$ cat config.mk
export PLATFORM = sky130hd
export DESIGN_NAME = byte_budget_priority_queue
export DESIGN_NICKNAME = d
export VERILOG_FILES = /design/src/bbpq_pkg.sv /design/src/bbpq_ctrl.sv /design/src/bbpq_dp.sv /design/src/byte_budget_priority_queue.sv
export VERILOG_INCLUDE_DIRS = /design/src /design/src/src
export SDC_FILE = /design/constraint.sdc
export NUM_CORES = 2
export LEC_CHECK = 0
export BUFFER_PORTS_ARGS = -buffer_cell sky130_fd_sc_hd__buf_4
export CORE_MARGIN = 4
export CORE_UTILIZATION = 60
export DETAILED_ROUTE_END_ITERATION = 12
export PLACE_DENSITY_LB_ADDON = 0.12
export SETUP_SLACK_MARGIN = 0.02
export SYNTH_ARGS = -nofsm -noshare
export SYNTH_HDL_FRONTEND = slang
export SYNTH_SLANG_ARGS = --single-unit
$ cat constraint.sdc
create_clock -name clk -period 8.71 [get_ports clk]
set_clock_uncertainty 0.2 [all_clocks]
set_input_delay 0.4355 -clock clk [delete_from_list [all_inputs] [get_ports clk]]
set_output_delay 0.4355 -clock clk [all_outputs]
set_load 0.05 [all_outputs]
$ cat src/assert_macros.svh
// Assertion helpers used by the RTL datapath
`ifndef ASSERT_MACROS_SVH
`define ASSERT_MACROS_SVH

// Checks a property on every rising clk edge outside reset.
`define BBPQ_ASSERT(name, prop, msg) \
    name: assert property (@(posedge clk) disable iff (!rst_n) prop) else $error(msg);

// Checks that a condition never holds outside reset.
`define BBPQ_NEVER(name, cond, msg) \
    name: assert property (@(posedge clk) disable iff (!rst_n) !(cond)) else $error(msg);

`endif

$ cat src/bbpq_pkg.sv
package bbpq_pkg;

    localparam int PRIO_REGS  = 6;
    localparam int CAP_BITS   = 20;
    localparam int SIZE_BITS  = 16;
    localparam int TOPIC_BITS = 3;
    localparam int PRIO_BITS  = 4;
    localparam int CNT_OUT    = 7;
    localparam int HDR_BYTES  = 64;
    localparam int MAX_PAYLOAD = 65471;
    localparam int CFG_IDX_BITS = 3;

    localparam logic [CAP_BITS-1:0] CAP_RESET = 20'd262144;
    // topic 5 down to topic 0
    localparam logic [PRIO_REGS-1:0][PRIO_BITS-1:0] PRIO_RESET =
        {4'd2, 4'd4, 4'd8, 4'd7, 4'd7, 4'd6};

    localparam logic [CFG_IDX_BITS-1:0] REG_CAPACITY = 3'd0;
    // topic priorities follow at consecutive indexes
    localparam logic [CFG_IDX_BITS-1:0] REG_PRIO0    = 3'd1;

    typedef enum logic [1:0] {
        ACT_ENQUEUE = 2'd0,
        ACT_MARK    = 2'd1,
        ACT_CLEAR   = 2'd2,
        ACT_REMOVE  = 2'd3
    } action_t;

    typedef enum logic [1:0] {
        RD_PTR  = 2'd0,
        RD_INC  = 2'd1,
        RD_DEC  = 2'd2,
        RD_ZERO = 2'd3
    } rd_sel_t;

    typedef enum logic [1:0] {
        WR_COPY = 2'd0,
        WR_NEW  = 2'd1,
        WR_MARK = 2'd2
    } wr_sel_t;

    typedef enum logic [2:0] {
        PTR_HOLD  = 3'd0,
        PTR_CLR   = 3'd1,
        PTR_INC   = 3'd2,
        PTR_DEC   = 3'd3,
        PTR_COUNT = 3'd4
    } ptr_op_t;

    typedef struct packed {
        logic    load;
        logic    rd_en;
        rd_sel_t rd_sel;
        logic    wr_en;
        wr_sel_t wr_sel;
        ptr_op_t ptr_op;
        logic    pos_set;
        logic    sub_bytes;
        logic    cnt_dec;
        logic    evict_inc;
        logic    commit_ins;
        logic    res_load;
    } cmd_t;

    typedef struct packed {
        action_t action;
        logic    item_ok;
        logic    fits;
        logic    count_zero;
        logic    ptr_zero;
        logic    ptr_lt_count;
        logic    ptr_inc_lt_count;
        logic    ptr_gt_pos;
        logic    victim;
        logic    pos_adv;
    } status_t;

    function automatic logic [PRIO_BITS-1:0] prio_lookup(
        input logic [PRIO_REGS-1:0][PRIO_BITS-1:0] tbl,
        input logic [TOPIC_BITS-1:0]               topic
    );
        logic [PRIO_BITS-1:0] p;
        p = '0;
        for (int i = 0; i < PRIO_REGS; i++)
        begin
            if (topic == TOPIC_BITS'(i))
            begin
                p = tbl[i];
            end
        end
        return p;
    endfunction

endpackage

$ cat src/bbpq_ctrl.sv
module bbpq_ctrl (
    input  logic              clk,
    input  logic              rst_n,
    input  logic              in_valid,
    output logic              in_ready,
    output logic              out_valid,
    input  logic              out_ready,
    input  bbpq_pkg::status_t sts,
    output bbpq_pkg::cmd_t    cmd
);

    typedef enum logic [4:0] {
        S_IDLE, S_DISPATCH, S_FIT, S_SC_CHK, S_SC_EV, S_DROP, S_SH_CHK, S_SH_WR,
        S_PO_CHK, S_PO_EV, S_IN_CHK, S_IN_WR, S_AC_RD, S_AC_WR, S_RM_RD,
        S_FRONT, S_RES, S_OUT
    } state_t;

    state_t state_reg, state_next;
    logic   evict_reg, evict_next;

    always_ff @(posedge clk or negedge rst_n)
    begin
        if (!rst_n)
        begin
            state_reg <= S_IDLE;
            evict_reg <= 1'b0;
        end
        else
        begin
            state_reg <= state_next;
            evict_reg <= evict_next;
        end
    end

    assign in_ready  = (state_reg == S_IDLE);
    assign out_valid = (state_reg == S_OUT);

    always_comb
    begin
        state_next = state_reg;
        evict_next = evict_reg;
        cmd        = '0;
        cmd.rd_sel = bbpq_pkg::RD_PTR;
        cmd.wr_sel = bbpq_pkg::WR_COPY;
        cmd.ptr_op = bbpq_pkg::PTR_HOLD;
        unique case (state_reg)
            S_IDLE:
            begin
                if (in_valid)
                begin
                    cmd.load   = 1'b1;
                    state_next = S_DISPATCH;
                end
            end
            S_DISPATCH:
            begin
                unique case (sts.action) inside
                    bbpq_pkg::ACT_ENQUEUE:
                        state_next = sts.item_ok ? S_FIT : S_FRONT;
                    bbpq_pkg::ACT_MARK, bbpq_pkg::ACT_CLEAR:
                        state_next = sts.count_zero ? S_FRONT : S_AC_RD;
                    default:
                        state_next = sts.count_zero ? S_FRONT : S_RM_RD;
                endcase
            end
            S_FIT:
            begin
                if (sts.fits)
                begin
                    cmd.ptr_op = bbpq_pkg::PTR_CLR;
                    state_next = S_PO_CHK;
                end
                else
                begin
                    cmd.ptr_op = bbpq_pkg::PTR_COUNT;
                    state_next = S_SC_CHK;
                end
            end
            S_SC_CHK:
            begin
                if (sts.ptr_zero)
                begin
                    state_next = S_FRONT;
                end
                else
                begin
                    cmd.rd_en  = 1'b1;
                    cmd.rd_sel = bbpq_pkg::RD_DEC;
                    cmd.ptr_op = bbpq_pkg::PTR_DEC;
                    state_next = S_SC_EV;
                end
            end
            S_SC_EV:
            begin
                if (sts.victim)
                begin
                    evict_next = 1'b1;
                    state_next = S_DROP;
                end
                else
                begin
                    state_next = S_SC_CHK;
                end
            end
            S_DROP:
            begin
                cmd.sub_bytes = 1'b1;
                state_next    = S_SH_CHK;
            end
            S_SH_CHK:
            begin
                if (sts.ptr_inc_lt_count)
                begin
                    cmd.rd_en  = 1'b1;
                    cmd.rd_sel = bbpq_pkg::RD_INC;
                    state_next = S_SH_WR;
                end
                else
                begin
                    cmd.cnt_dec   = 1'b1;
                    cmd.evict_inc = evict_reg;
                    state_next    = evict_reg ? S_FIT : S_FRONT;
                end
            end
            S_SH_WR:
            begin
                cmd.wr_en  = 1'b1;
                cmd.wr_sel = bbpq_pkg::WR_COPY;
                cmd.ptr_op = bbpq_pkg::PTR_INC;
                state_next = S_SH_CHK;
            end
            S_PO_CHK:
            begin
                if (sts.ptr_lt_count)
                begin
                    cmd.rd_en  = 1'b1;
                    cmd.rd_sel = bbpq_pkg::RD_PTR;
                    state_next = S_PO_EV;
                end
                else
                begin
                    cmd.pos_set = 1'b1;
                    cmd.ptr_op  = bbpq_pkg::PTR_COUNT;
                    state_next  = S_IN_CHK;
                end
            end
            S_PO_EV:
            begin
                if (sts.pos_adv)
                begin
                    cmd.ptr_op = bbpq_pkg::PTR_INC;
                    state_next = S_PO_CHK;
                end
                else
                begin
                    cmd.pos_set = 1'b1;
                    cmd.ptr_op  = bbpq_pkg::PTR_COUNT;
                    state_next  = S_IN_CHK;
                end
            end
            S_IN_CHK:
            begin
                if (sts.ptr_gt_pos)
                begin
                    cmd.rd_en  = 1'b1;
                    cmd.rd_sel = bbpq_pkg::RD_DEC;
                    state_next = S_IN_WR;
                end
                else
                begin
                    cmd.wr_en      = 1'b1;
                    cmd.wr_sel     = bbpq_pkg::WR_NEW;
                    cmd.commit_ins = 1'b1;
                    state_next     = S_FRONT;
                end
            end
            S_IN_WR:
            begin
                cmd.wr_en  = 1'b1;
                cmd.wr_sel = bbpq_pkg::WR_COPY;
                cmd.ptr_op = bbpq_pkg::PTR_DEC;
                state_next = S_IN_CHK;
            end
            S_AC_RD:
            begin
                cmd.rd_en  = 1'b1;
                cmd.rd_sel = bbpq_pkg::RD_PTR;
                state_next = S_AC_WR;
            end
            S_AC_WR:
            begin
                cmd.wr_en  = 1'b1;
                cmd.wr_sel = bbpq_pkg::WR_MARK;
                state_next = S_FRONT;
            end
            S_RM_RD:
            begin
                cmd.rd_en  = 1'b1;
                cmd.rd_sel = bbpq_pkg::RD_PTR;
                evict_next = 1'b0;
                state_next = S_DROP;
            end
            S_FRONT:
            begin
                cmd.rd_en  = 1'b1;
                cmd.rd_sel = bbpq_pkg::RD_ZERO;
                state_next = S_RES;
            end
            S_RES:
            begin
                cmd.res_load = 1'b1;
                state_next   = S_OUT;
            end
            S_OUT:
            begin
                if (out_ready)
                begin
                    state_next = S_IDLE;
                end
            end
            default:
            begin
                state_next = S_IDLE;
            end
        endcase
    end

endmodule

$ cat src/bbpq_dp.sv
`include "assert_macros.svh"

module bbpq_dp #(
    parameter int DEPTH       = 64,
    parameter int TAG_BITS    = 16,
    parameter int TOPIC_COUNT = 6
) (
    input  logic                                clk,
    input  logic                                rst_n,
    input  logic                                cfg_wr_en,
    input  logic [bbpq_pkg::CFG_IDX_BITS-1:0]   cfg_index,
    input  logic [bbpq_pkg::CAP_BITS-1:0]       cfg_data,
    input  logic [1:0]                          in_action,
    input  logic [bbpq_pkg::TOPIC_BITS-1:0]     in_topic,
    input  logic [bbpq_pkg::SIZE_BITS-1:0]      in_payload,
    input  logic [TAG_BITS-1:0]                 in_tag,
    input  bbpq_pkg::cmd_t                      cmd,
    output bbpq_pkg::status_t                   sts,
    output logic                                res_accepted,
    output logic [bbpq_pkg::CNT_OUT-1:0]        res_evicted,
    output logic                                res_front_valid,
    output logic [TAG_BITS-1:0]                 res_front_tag,
    output logic [bbpq_pkg::TOPIC_BITS-1:0]     res_front_topic,
    output logic [bbpq_pkg::SIZE_BITS-1:0]      res_front_size,
    output logic                                res_front_busy,
    output logic [bbpq_pkg::CNT_OUT-1:0]        res_count,
    output logic [bbpq_pkg::CAP_BITS-1:0]       res_bytes
);

    localparam int AW = (DEPTH > 1) ? $clog2(DEPTH) : 1;
    localparam int CW = $clog2(DEPTH + 1);
    localparam int SB = bbpq_pkg::SIZE_BITS;
    localparam int TB = bbpq_pkg::TOPIC_BITS;
    localparam int CB = bbpq_pkg::CAP_BITS;
    localparam int EW = 1 + SB + TB + TAG_BITS;

    // entry layout: {busy, size, topic, tag}
    logic [EW-1:0] mem [DEPTH];
    logic [EW-1:0] rdata_reg;

    logic [CB-1:0] cap_reg;
    logic [bbpq_pkg::PRIO_REGS-1:0][bbpq_pkg::PRIO_BITS-1:0] prio_reg;

    bbpq_pkg::action_t      act_reg;
    logic [TB-1:0]          topic_reg;
    logic [SB-1:0]          payload_reg;
    logic [TAG_BITS-1:0]    tag_reg;

    logic [CW-1:0] ptr_reg, ptr_next;
    logic [CW-1:0] pos_reg;
    logic [CW-1:0] count_reg;
    logic [CB-1:0] bytes_reg;
    logic [bbpq_pkg::CNT_OUT-1:0] evict_reg;
    logic          acc_reg;

    logic [CW-1:0]       raddr;
    logic [EW-1:0]       wdata;
    logic [SB-1:0]       item_size;
    logic [bbpq_pkg::PRIO_BITS-1:0] item_prio, rd_prio;
    logic                rd_busy;
    logic [SB-1:0]       rd_size;
    logic [TB-1:0]       rd_topic;
    logic [CB-1:0]       drop_bytes;

    assign rd_busy  = rdata_reg[EW-1];
    assign rd_size  = rdata_reg[EW-2 -: SB];
    assign rd_topic = rdata_reg[TAG_BITS +: TB];

    assign item_size = payload_reg + SB'(bbpq_pkg::HDR_BYTES);
    assign item_prio = bbpq_pkg::prio_lookup(prio_reg, topic_reg);
    assign rd_prio   = bbpq_pkg::prio_lookup(prio_reg, rd_topic);
    assign drop_bytes = (CB'(rd_size) < bytes_reg) ? CB'(rd_size) : bytes_reg;

    // configuration registers
    always_ff @(posedge clk or negedge rst_n)
    begin
        if (!rst_n)
        begin
            cap_reg  <= bbpq_pkg::CAP_RESET;
            prio_reg <= bbpq_pkg::PRIO_RESET;
        end
        else if (cfg_wr_en)
        begin
            if (cfg_index == bbpq_pkg::REG_CAPACITY)
            begin
                cap_reg <= cfg_data;
            end
            for (int i = 0; i < bbpq_pkg::PRIO_REGS; i++)
            begin
                if (cfg_index == bbpq_pkg::REG_PRIO0 + bbpq_pkg::CFG_IDX_BITS'(i))
                begin
                    prio_reg[i] <= cfg_data[bbpq_pkg::PRIO_BITS-1:0];
                end
            end
        end
    end

    // captured item
    always_ff @(posedge clk)
    begin
        if (cmd.load)
        begin
            act_reg     <= bbpq_pkg::action_t'(in_action);
            topic_reg   <= in_topic;
            payload_reg <= in_payload;
            tag_reg     <= in_tag;
        end
    end

    always_comb
    begin
        case (cmd.rd_sel)
            bbpq_pkg::RD_INC:  raddr = ptr_reg + CW'(1);
            bbpq_pkg::RD_DEC:  raddr = ptr_reg - CW'(1);
            bbpq_pkg::RD_ZERO: raddr = '0;
            default:           raddr = ptr_reg;
        endcase
    end

    always_comb
    begin
        case (cmd.wr_sel)
            bbpq_pkg::WR_NEW:  wdata = {1'b0, item_size, topic_reg, tag_reg};
            bbpq_pkg::WR_MARK: wdata = {(act_reg == bbpq_pkg::ACT_MARK), rdata_reg[EW-2:0]};
            default:           wdata = rdata_reg;
        endcase
    end

    // entry store
    always_ff @(posedge clk)
    begin
        if (cmd.wr_en)
        begin
            mem[ptr_reg[AW-1:0]] <= wdata;
        end
        if (cmd.rd_en)
        begin
            rdata_reg <= mem[raddr[AW-1:0]];
        end
    end

    always_comb
    begin
        case (cmd.ptr_op)
            bbpq_pkg::PTR_CLR:   ptr_next = '0;
            bbpq_pkg::PTR_INC:   ptr_next = ptr_reg + CW'(1);
            bbpq_pkg::PTR_DEC:   ptr_next = ptr_reg - CW'(1);
            bbpq_pkg::PTR_COUNT: ptr_next = count_reg;
            default:             ptr_next = ptr_reg;
        endcase
        if (cmd.load)
        begin
            ptr_next = '0;
        end
    end

    always_ff @(posedge clk or negedge rst_n)
    begin
        if (!rst_n)
        begin
            ptr_reg   <= '0;
            pos_reg   <= '0;
            count_reg <= '0;
            bytes_reg <= '0;
            evict_reg <= '0;
            acc_reg   <= 1'b0;
        end
        else
        begin
            ptr_reg <= ptr_next;
            if (cmd.pos_set)
            begin
                pos_reg <= ptr_reg;
            end
            if (cmd.load)
            begin
                evict_reg <= '0;
                acc_reg   <= 1'b0;
            end
            if (cmd.sub_bytes)
            begin
                bytes_reg <= bytes_reg - drop_bytes;
            end
            if (cmd.cnt_dec)
            begin
                count_reg <= count_reg - CW'(1);
            end
            if (cmd.evict_inc)
            begin
                evict_reg <= evict_reg + bbpq_pkg::CNT_OUT'(1);
            end
            if (cmd.commit_ins)
            begin
                count_reg <= count_reg + CW'(1);
                bytes_reg <= bytes_reg + CB'(item_size);
                acc_reg   <= 1'b1;
            end
        end
    end

    // result register
    always_ff @(posedge clk)
    begin
        if (cmd.res_load)
        begin
            res_accepted    <= acc_reg;
            res_evicted     <= evict_reg;
            res_front_valid <= (count_reg != '0);
            res_front_tag   <= (count_reg != '0) ? rdata_reg[TAG_BITS-1:0] : '0;
            res_front_topic <= (count_reg != '0) ? rd_topic : '0;
            res_front_size  <= (count_reg != '0) ? rd_size : '0;
            res_front_busy  <= (count_reg != '0) ? rd_busy : 1'b0;
            res_count       <= bbpq_pkg::CNT_OUT'(count_reg);
            res_bytes       <= bytes_reg;
        end
    end

    always_comb
    begin
        sts.action       = act_reg;
        sts.item_ok      = (32'(topic_reg) < TOPIC_COUNT)
                         && (32'(payload_reg) <= bbpq_pkg::MAX_PAYLOAD)
                         && ((CB'(payload_reg) + CB'(bbpq_pkg::HDR_BYTES)) <= cap_reg);
        sts.fits         = ((CB+1)'(bytes_reg) + (CB+1)'(item_size) <= (CB+1)'(cap_reg))
                         && (count_reg < CW'(DEPTH));
        sts.count_zero   = (count_reg == '0);
        sts.ptr_zero     = (ptr_reg == '0);
        sts.ptr_lt_count = (ptr_reg < count_reg);
        sts.ptr_inc_lt_count = ((ptr_reg + CW'(1)) < count_reg);
        sts.ptr_gt_pos   = (ptr_reg > pos_reg);
        sts.victim       = !rd_busy && (rd_prio < item_prio);
        sts.pos_adv      = ((ptr_reg == '0) && rd_busy) || (rd_prio >= item_prio);
    end

    `BBPQ_NEVER(a_count_range, count_reg > CW'(DEPTH), "entry count above depth")
    `BBPQ_ASSERT(a_ins_grows, cmd.commit_ins |=> count_reg == $past(count_reg) + CW'(1), "no growth")
    `BBPQ_ASSERT(a_ins_room, cmd.commit_ins |-> count_reg < CW'(DEPTH), "insert into full store")

endmodule

$ cat src/byte_budget_priority_queue.sv
// Flow: a word is captured, then dispatched by action. Enqueue rejects a bad
//   item, evicts the rearmost idle lower-priority entry while the item does not
//   fit (rejecting it if none is left), then scans for its place and shifts
//   later entries up to insert it. Mark/clear set or clear the front busy flag;
//   remove drops the front entry. The front entry is then read into the result.
// Throughput: one item at a time; a new word is taken only once the last result is accepted.
// Reset: rst_n is asynchronous; counts, bytes, sequencer state and config registers
//   return to defaults; entry store, captured item and result registers are left as they are.
module byte_budget_priority_queue #(
    parameter int QUEUE_DEPTH = 64,
    parameter int TAG_BITS    = 16,
    parameter int TOPIC_COUNT = 6
) (
    input  logic clk,
    input  logic rst_n,
    // configuration: index 0 capacity, 1..6 topic priorities
    input  logic                              cfg_wr_en,
    input  logic [bbpq_pkg::CFG_IDX_BITS-1:0] cfg_index,
    input  logic [bbpq_pkg::CAP_BITS-1:0]     cfg_data,
    input  logic                  s_axis_tvalid,
    output logic                  s_axis_tready,
    // action, topic, payload_bytes, packet_tag (low to high), zero padded
    input  logic [((2 + bbpq_pkg::TOPIC_BITS + bbpq_pkg::SIZE_BITS + TAG_BITS + 7) / 8) * 8
                  - 1:0]          s_axis_tdata,
    output logic                  m_axis_tvalid,
    input  logic                  m_axis_tready,
    // accepted, evicted_count, front_valid, front_tag, front_topic,
    // front_size, front_busy, entry_count, byte total (low to high)
    output logic [((1 + bbpq_pkg::CNT_OUT + 1 + TAG_BITS + bbpq_pkg::TOPIC_BITS
                    + bbpq_pkg::SIZE_BITS + 1 + bbpq_pkg::CNT_OUT + bbpq_pkg::CAP_BITS
                    + 7) / 8) * 8 - 1:0] m_axis_tdata
);

    localparam int OUT_RAW = 1 + bbpq_pkg::CNT_OUT + 1 + TAG_BITS + bbpq_pkg::TOPIC_BITS
                           + bbpq_pkg::SIZE_BITS + 1 + bbpq_pkg::CNT_OUT + bbpq_pkg::CAP_BITS;
    localparam int OUT_W   = ((OUT_RAW + 7) / 8) * 8;

    bbpq_pkg::cmd_t    cmd;
    bbpq_pkg::status_t sts;

    logic                              res_accepted;
    logic [bbpq_pkg::CNT_OUT-1:0]      res_evicted;
    logic                              res_front_valid;
    logic [TAG_BITS-1:0]               res_front_tag;
    logic [bbpq_pkg::TOPIC_BITS-1:0]   res_front_topic;
    logic [bbpq_pkg::SIZE_BITS-1:0]    res_front_size;
    logic                              res_front_busy;
    logic [bbpq_pkg::CNT_OUT-1:0]      res_count;
    logic [bbpq_pkg::CAP_BITS-1:0]     res_bytes;

    // Sequencer: one memory access per cycle, results held until taken.
    bbpq_ctrl u_ctrl (
        .clk       (clk),
        .rst_n     (rst_n),
        .in_valid  (s_axis_tvalid),
        .in_ready  (s_axis_tready),
        .out_valid (m_axis_tvalid),
        .out_ready (m_axis_tready),
        .sts       (sts),
        .cmd       (cmd)
    );

    // Entry store, counters and config registers.
    bbpq_dp #(
        .DEPTH       (QUEUE_DEPTH),
        .TAG_BITS    (TAG_BITS),
        .TOPIC_COUNT (TOPIC_COUNT)
    ) u_dp (
        .clk             (clk),
        .rst_n           (rst_n),
        .cfg_wr_en       (cfg_wr_en),
        .cfg_index       (cfg_index),
        .cfg_data        (cfg_data),
        .in_action       (s_axis_tdata[1:0]),
        .in_topic        (s_axis_tdata[2 +: bbpq_pkg::TOPIC_BITS]),
        .in_payload      (s_axis_tdata[5 +: bbpq_pkg::SIZE_BITS]),
        .in_tag          (s_axis_tdata[21 +: TAG_BITS]),
        .cmd             (cmd),
        .sts             (sts),
        .res_accepted    (res_accepted),
        .res_evicted     (res_evicted),
        .res_front_valid (res_front_valid),
        .res_front_tag   (res_front_tag),
        .res_front_topic (res_front_topic),
        .res_front_size  (res_front_size),
        .res_front_busy  (res_front_busy),
        .res_count       (res_count),
        .res_bytes       (res_bytes)
    );

    // pack the result word, first field lowest
    assign m_axis_tdata = OUT_W'({res_bytes, res_count, res_front_busy, res_front_size,
                                  res_front_topic, res_front_tag, res_front_valid,
                                  res_evicted, res_accepted});

endmodule

Word level (Yosys, flattened, before mapping)
Memories as Yosys holds them, arrays and structs flattened. A register that Yosys moved wholly into a read port is not among the register bits.
Index checks and enable logic that the tools add are counted.
- add/subtract/negate cells: 10
- $lt $le $gt $ge: 11
- eq/ne operators: 47
- muxes and demuxes: 66
- reductions and logical operators: 34
- operators by type and width (kind ; count):
    one-hot mux 5 bit (17 select lines) ; 1
    one-hot mux 36 bit (2 select lines) ; 1
    2-to-1 mux 4 bit ; 17
    2-to-1 mux 20 bit ; 3
    == test 5 x 4 -> 1 bit (second input constant) ; 8
    one-hot mux 3 bit (6 select lines) ; 2
    2-to-1 mux 7 bit ; 5
    one-hot mux 7 bit (4 select lines) ; 1
    2-to-1 mux 3 bit ; 9
    == test 3 x 2 -> 1 bit (second input constant) ; 8
    == test 3 bit (second input constant) ; 8
    adder 20 x 16 -> 21 bit ; 1
    adder 7 x 1 -> 7 bit (second input constant) ; 3
    less-or-equal comparator 21 x 20 -> 1 bit ; 1
    adder 20 x 16 -> 20 bit ; 1
    == test 5 x 3 -> 1 bit (second input constant) ; 4
    less-or-equal comparator 20 bit ; 1
    less-than comparator 16 x 20 -> 1 bit ; 1
    subtractor 20 bit ; 1
    one-hot mux 6 bit (3 select lines) ; 1
    AND reduction 2 bit ; 9
    adder 16 x 7 -> 17 bit (second input constant) ; 1
    adder 16 x 7 -> 16 bit (second input constant) ; 1
    less-or-equal comparator 16 bit (second input constant) ; 1
    other kinds (32) ; 79
- register bits after elaboration: 208
- RAM bits: 2304
- input port bits: 68
- word-level logic and storage cells: 197
- memories kept: 1
- memory list (name ; depth ; width ; rd ports ; clocked after memory_dff ; write ports ; line ; text):
    u_dp.mem ; 64 ; 36 ; 1 ; 1 ; 1 ; bbpq_dp.sv:38 ; logic [EW-1:0] mem [DEPTH];

Logic depth before layout (Yosys ltp)
- depth in word-level cells: 14
- depth in mapped cells: 31
- depth with buffers taken out: 27

Modules after synthesis
Synthesis repeated with hierarchy kept, for this count alone.
- cell total of the unflattened synthesis: 5458
- area total of the unflattened synthesis: 103724.5 um2
- by module, submodules not included (module ; times used ; cells an instance ; area an instance (um2) ; seq. area each (um2)):
    bbpq_dp ; 1 ; 5337 ; 102862.4 ; 75882.8
    bbpq_ctrl ; 1 ; 118 ; 839.6 ; 150.1
    byte_budget_priority_queue ; 1 ; 3 ; 22.5 ; 0.0

Worst setup path after synthesis
Ideal clock, no wire load.
- path type: flip-flop to flip-flop
- from: register u_dp.ptr_reg[0]
- to: memory u_dp.mem[0][33] in the netlist's numbering, data pin
- library setup time: 0.702 ns
- arrival: 5.360 ns
- setup slack: 2.448 ns
- cell stages (with the launch flop): 15
- cells stage by stage: dfrtp_1 clkbuf_1 inv_1 ha_1 nand3b_1 a21oi_1 nor3_1 or2_2 and3_1 clkbuf_1 buf_1 ha_1 nand2b_1 clkbuf_1 o21ai_0
- word-level cells in the longest chain between the ends: 5
- elaborated cells between the ends (all ways): 6
- RTL lines (element ; line ; text):
    start, declared ; bbpq_dp.sv:49 ; logic [CW-1:0] ptr_reg, ptr_next;
    start signal, assigned ; bbpq_dp.sv:170 ; ptr_reg <= ptr_next;
    greater-than comparator 7 bit (*) ; bbpq_dp.sv:230 ; sts.ptr_gt_pos = (ptr_reg > pos_reg);
    2-to-1 mux 3 bit (*) ; bbpq_ctrl.sv:163 ; if (sts.ptr_gt_pos)
    one-hot mux 3 bit (3 select lines) (*) ; bbpq_ctrl.sv:46 ; unique case (state_reg)
    == test 2 bit / == test 2 x 1 -> 1 bit (equally long branches) ; bbpq_dp.sv:122 ; case (cmd.wr_sel)
    one-hot mux 36 bit (2 select lines) (*) ; bbpq_dp.sv:122 ;
    named net u_dp.wdata[33] ; bbpq_dp.sv:57 ; logic [EW-1:0] wdata;
    end, declared ; bbpq_dp.sv:38 ;
The timed path passes the listed nets; every way through them passes the cells marked *.

Worst setup path after layout
- from: register u_dp.ptr_reg[1]
- to: register u_dp.rdata_reg[26] (read register of u_dp.mem), data pin
- word-level cells in the longest chain between the ends: 6
- elaborated cells between the ends (all ways): 15
- RTL lines (element ; line ; text):
    adder 7 x 1 -> 7 bit ; bbpq_dp.sv:113 ; bbpq_pkg::RD_INC: raddr = ptr_reg + CW'(1);
    less-than comparator 7 bit ; bbpq_dp.sv:229 ; sts.ptr_inc_lt_count = ((ptr_reg + CW'(1)) < count_reg);
    2-to-1 mux 3 bit ; bbpq_ctrl.sv:112 ; if (sts.ptr_inc_lt_count)
    one-hot mux 3 bit (6 select lines) ; bbpq_ctrl.sv:46 ;
    == test 2 bit / == test 2 x 1 -> 1 bit (equally long branches) ; bbpq_dp.sv:112 ; case (cmd.rd_sel)
    one-hot mux 6 bit (3 select lines) ; bbpq_dp.sv:112 ;
    end, declared ; bbpq_dp.sv:39 ; logic [EW-1:0] rdata_reg;
Several ways; a longest one is shown, not always the timed one.
A chain may end at the register's enable or synchronous reset.

==> metrics.txt <==
status complete, no violations; start-to-end type of the worst setup path reg2reg; Total Routed Length 289,000 µm; worst-path fanout max 36; number of flip-flops in the largest register 2,304; Max Fclk 0.142 GHz; number of standard cells in the final layout excluding fillers 9,331; vias in the first global route 58,919; FF-to-FF path depth 17; number of DRC violations after detailed routing 0; Iteration-0 DRC Markers 9,406; first-pass GRT wire length 416,000 µm; placement-stage cell area 0.108 mm²; post-synthesis cell count 6,494; clock buffer count from CTS 241; layout cells sized above 1 16.7%; Final Wtd Congestion 0.905; largest vdd supply drop 0.784 mV; overall via count from detail_route 61,777; effective utilization at floorplan 60.3%; end-of-flow core utilization 68.0%; synthesized netlist net count 6,694; largest net degree at the start of global routing 142; clock insertion delay at the later pin of the skew report 0.88 ns; height of the die 423 µm; Slew Limit Fails 0; most frequent cells after synthesis sky130_fd_sc_hd__edfxtp_1, sky130_fd_sc_hd__nand2_1, sky130_fd_sc_hd__nand3_1; cell count after placement 8,782; leakage power 39.5 nW; final-report hold violation count 0; global-route total usage across every layer 32.2%; CP startpoint kind flop; number of vias per cell 6.62; finished layout cell area 0.117 mm²; layout-stage area growth over the synthesis result 12.9%; count of input and output buffers 138; clock root buffer sky130_fd_sc_hd__clkbuf_16; share of synthesized registers carrying an async set or reset 3.89%; clock transition at the register clock pins on the worst setup and hold paths after CTS 0.06 ns; Longest Clk Path Bufs 3; routed len/inst 31.0 µm; post-route minimum period 7.06 ns; synthesized area divided by synthesized cell count 15.9 µm²; initial antenna violation count 17; number of clock sinks 2,548; post-route antenna net violation count 0; dominant cell by count in the synthesized netlist sky130_fd_sc_hd__edfxtp_1; most common flop cell mapped by yosys sky130_fd_sc_hd__edfxtp_1; clock tree from TritonCTS done; Hold Path Class in2reg; cell accounting for the most synthesized area sky130_fd_sc_hd__edfxtp_1; Tightest Pin Transition 1.34 ns; signal arrival time at the worst endpoint 7.34 ns; max-cap check violation count 0; I/O pins 142; flip-flop and latch count after synthesis 2,548; fraction of synthesized cell area taken by the top area cell type 71.1%; RSZ-0062 raised after global routing no; setup violators final 0; dominant cells by area after synthesis sky130_fd_sc_hd__edfxtp_1, sky130_fd_sc_hd__mux4_2, sky130_fd_sc_hd__nand2_1; Seq/Total Area, Yosys 73.5%; power density relative to cell area 417 mW/mm²; Core Box Area 0.172 mm²; data required time of the worst path 8.98 ns; headroom to the max-slew limit 10.9%; EDFF count, synth 2,449; total number of yosys warnings 0; share of the clock period used by the worst path after layout 81.1%; aggregate negative setup slack 0 ns; Netlist Area Pre-Place 0.103 mm²; DIE AREA 0.179 mm²; Row Count 152; router iterations before antenna repair 6; number of distinct standard cells referenced by the synthesized netlist 78; nets 7,008; endpoint type of the worst setup path flop; GR Overflow Total 0; estimated wirelength of the detail-placed design 165,000 µm; H-Tree Depth 4; Worst Hold Depth 2; Die W 423 µm
## cells in the final DEF (no fill, tap or decap), drive strengths merged, types with 15 or more instances in the layout
cell	instances
edfxtp	2449
nand2	1159
nand3	373
buf	326
mux4	300
clkbuf	294
nor2	188
a21oi	174
ha	129
mux2i	123
clkinv	123
o21ai	114
a32oi	109
dlygate4sd3	92
and3	88
a31oi	87
dfrtp	87
inv	86
nand4	83
a22oi	79
xnor2	50
a22o	46
and2	43
nor3	42
mux2	39
a21o	35
xor2	29
nand2b	21
bufinv	21
or4	16
a211oi	16
or3	15
## area by class of cell
type	count	area, µm²
Clock inverter	157	1360
Clock buffer	294	6350
Tap cell	2310	2890
Inverter	84	315
Sequential cell	2548	76000
Fill cell	11288	54800
Antenna cell	5	12.5
Timing Repair Buffer	418	3620
Multi-Input combinational cell	3515	26200
## per-stage QoR
stage               power (mW)  setup slack (ns)  hold slack, ns
detailed placement        38.2              1.79           0.239
floorplan                 31.4              2.45         -0.0601
global route              50.8              1.15          0.0543
finish                    48.6              1.65          0.0897
CTS                       48.4              1.78          0.0198
global placement          37.8              1.80           0.235
## power by group
group          internal, mW  leakage, nW  switching, mW
clock network          5.77         3.75           4.49
registers              16.6         23.3          0.655
logic                  7.10         12.4           14.0
total                  29.5         39.5           19.1
## path summary, 6_finish.rpt
check                                 startpoint                   end  slack [ns]
worst max register to register   u_dp.ptr_reg[1]    u_dp.rdata_reg[26]        1.65
worst min-delay path            s_axis_tdata[17]  u_dp.payload_reg[12]        0.09
worst min register to register      u_dp.acc_reg     u_dp.res_accepted        0.24
min in group asynchronous                  rst_n     u_dp.prio_reg[18]        0.60
max in group asynchronous                  rst_n    u_dp.bytes_reg[14]        6.87
worst max-delay path             u_dp.ptr_reg[1]    u_dp.rdata_reg[26]        1.65
## routing by layer
layer / track usage [%] / vias up / wire (µm)
met5: 0 / - / 27
met4: 10.9 / 4 / 10400
met3: 7.27 / 552 / 35500
met2: 49.0 / 3988 / 133000
met1: 46.7 / 31379 / 110000
li1: - / 25854 / -
## logic make-up after synthesis
kind of cell / count (synthesis) / synth area share [%]
AND/OR/NAND/NOR: 2081 / 8.95
flip-flops: 2548 / 73.5
AO/OA/AOI/OAI: 761 / 5.02
buffers and inverters: 431 / 2.05
XOR/XNOR: 79 / 0.669
adder cells (fa/ha/maj): 132 / 1.62
multiplexers: 462 / 8.16
## worst max-delay path: stages, from the launching register on
cell and delay [ns]:
sky130_fd_sc_hd__dfrtp_1 0.61, sky130_fd_sc_hd__ha_1 0.45, sky130_fd_sc_hd__nand3_1 0.14, sky130_fd_sc_hd__xnor2_1 0.36, sky130_fd_sc_hd__ha_1 0.31, sky130_fd_sc_hd__and3_1 0.16, sky130_fd_sc_hd__o21ai_0 0.21, sky130_fd_sc_hd__o211a_1 0.29
sky130_fd_sc_hd__nand2_1 0.19, sky130_fd_sc_hd__a32o_1 0.40, sky130_fd_sc_hd__nor2_4 0.75, sky130_fd_sc_hd__buf_4 0.60, sky130_fd_sc_hd__buf_4 0.46, sky130_fd_sc_hd__a21oi_1 0.07, sky130_fd_sc_hd__o21ai_0 0.32, sky130_fd_sc_hd__nand4_1 0.14
sky130_fd_sc_hd__nor4_1 0.49, sky130_fd_sc_hd__o211ai_1 0.45
## timing repair
| action | 4_1_cts | 5_1_grt |
|---|---|---|
| gates resized for setup | 0 | 0 |
| setup endpoints to repair | 0 | 0 |
| endpoints found under the hold margin | 135 | 0 |
| setup buffers | 0 | 0 |
| hold buffers | 93 | 0 |
Power figures use the tool's default switching activity.
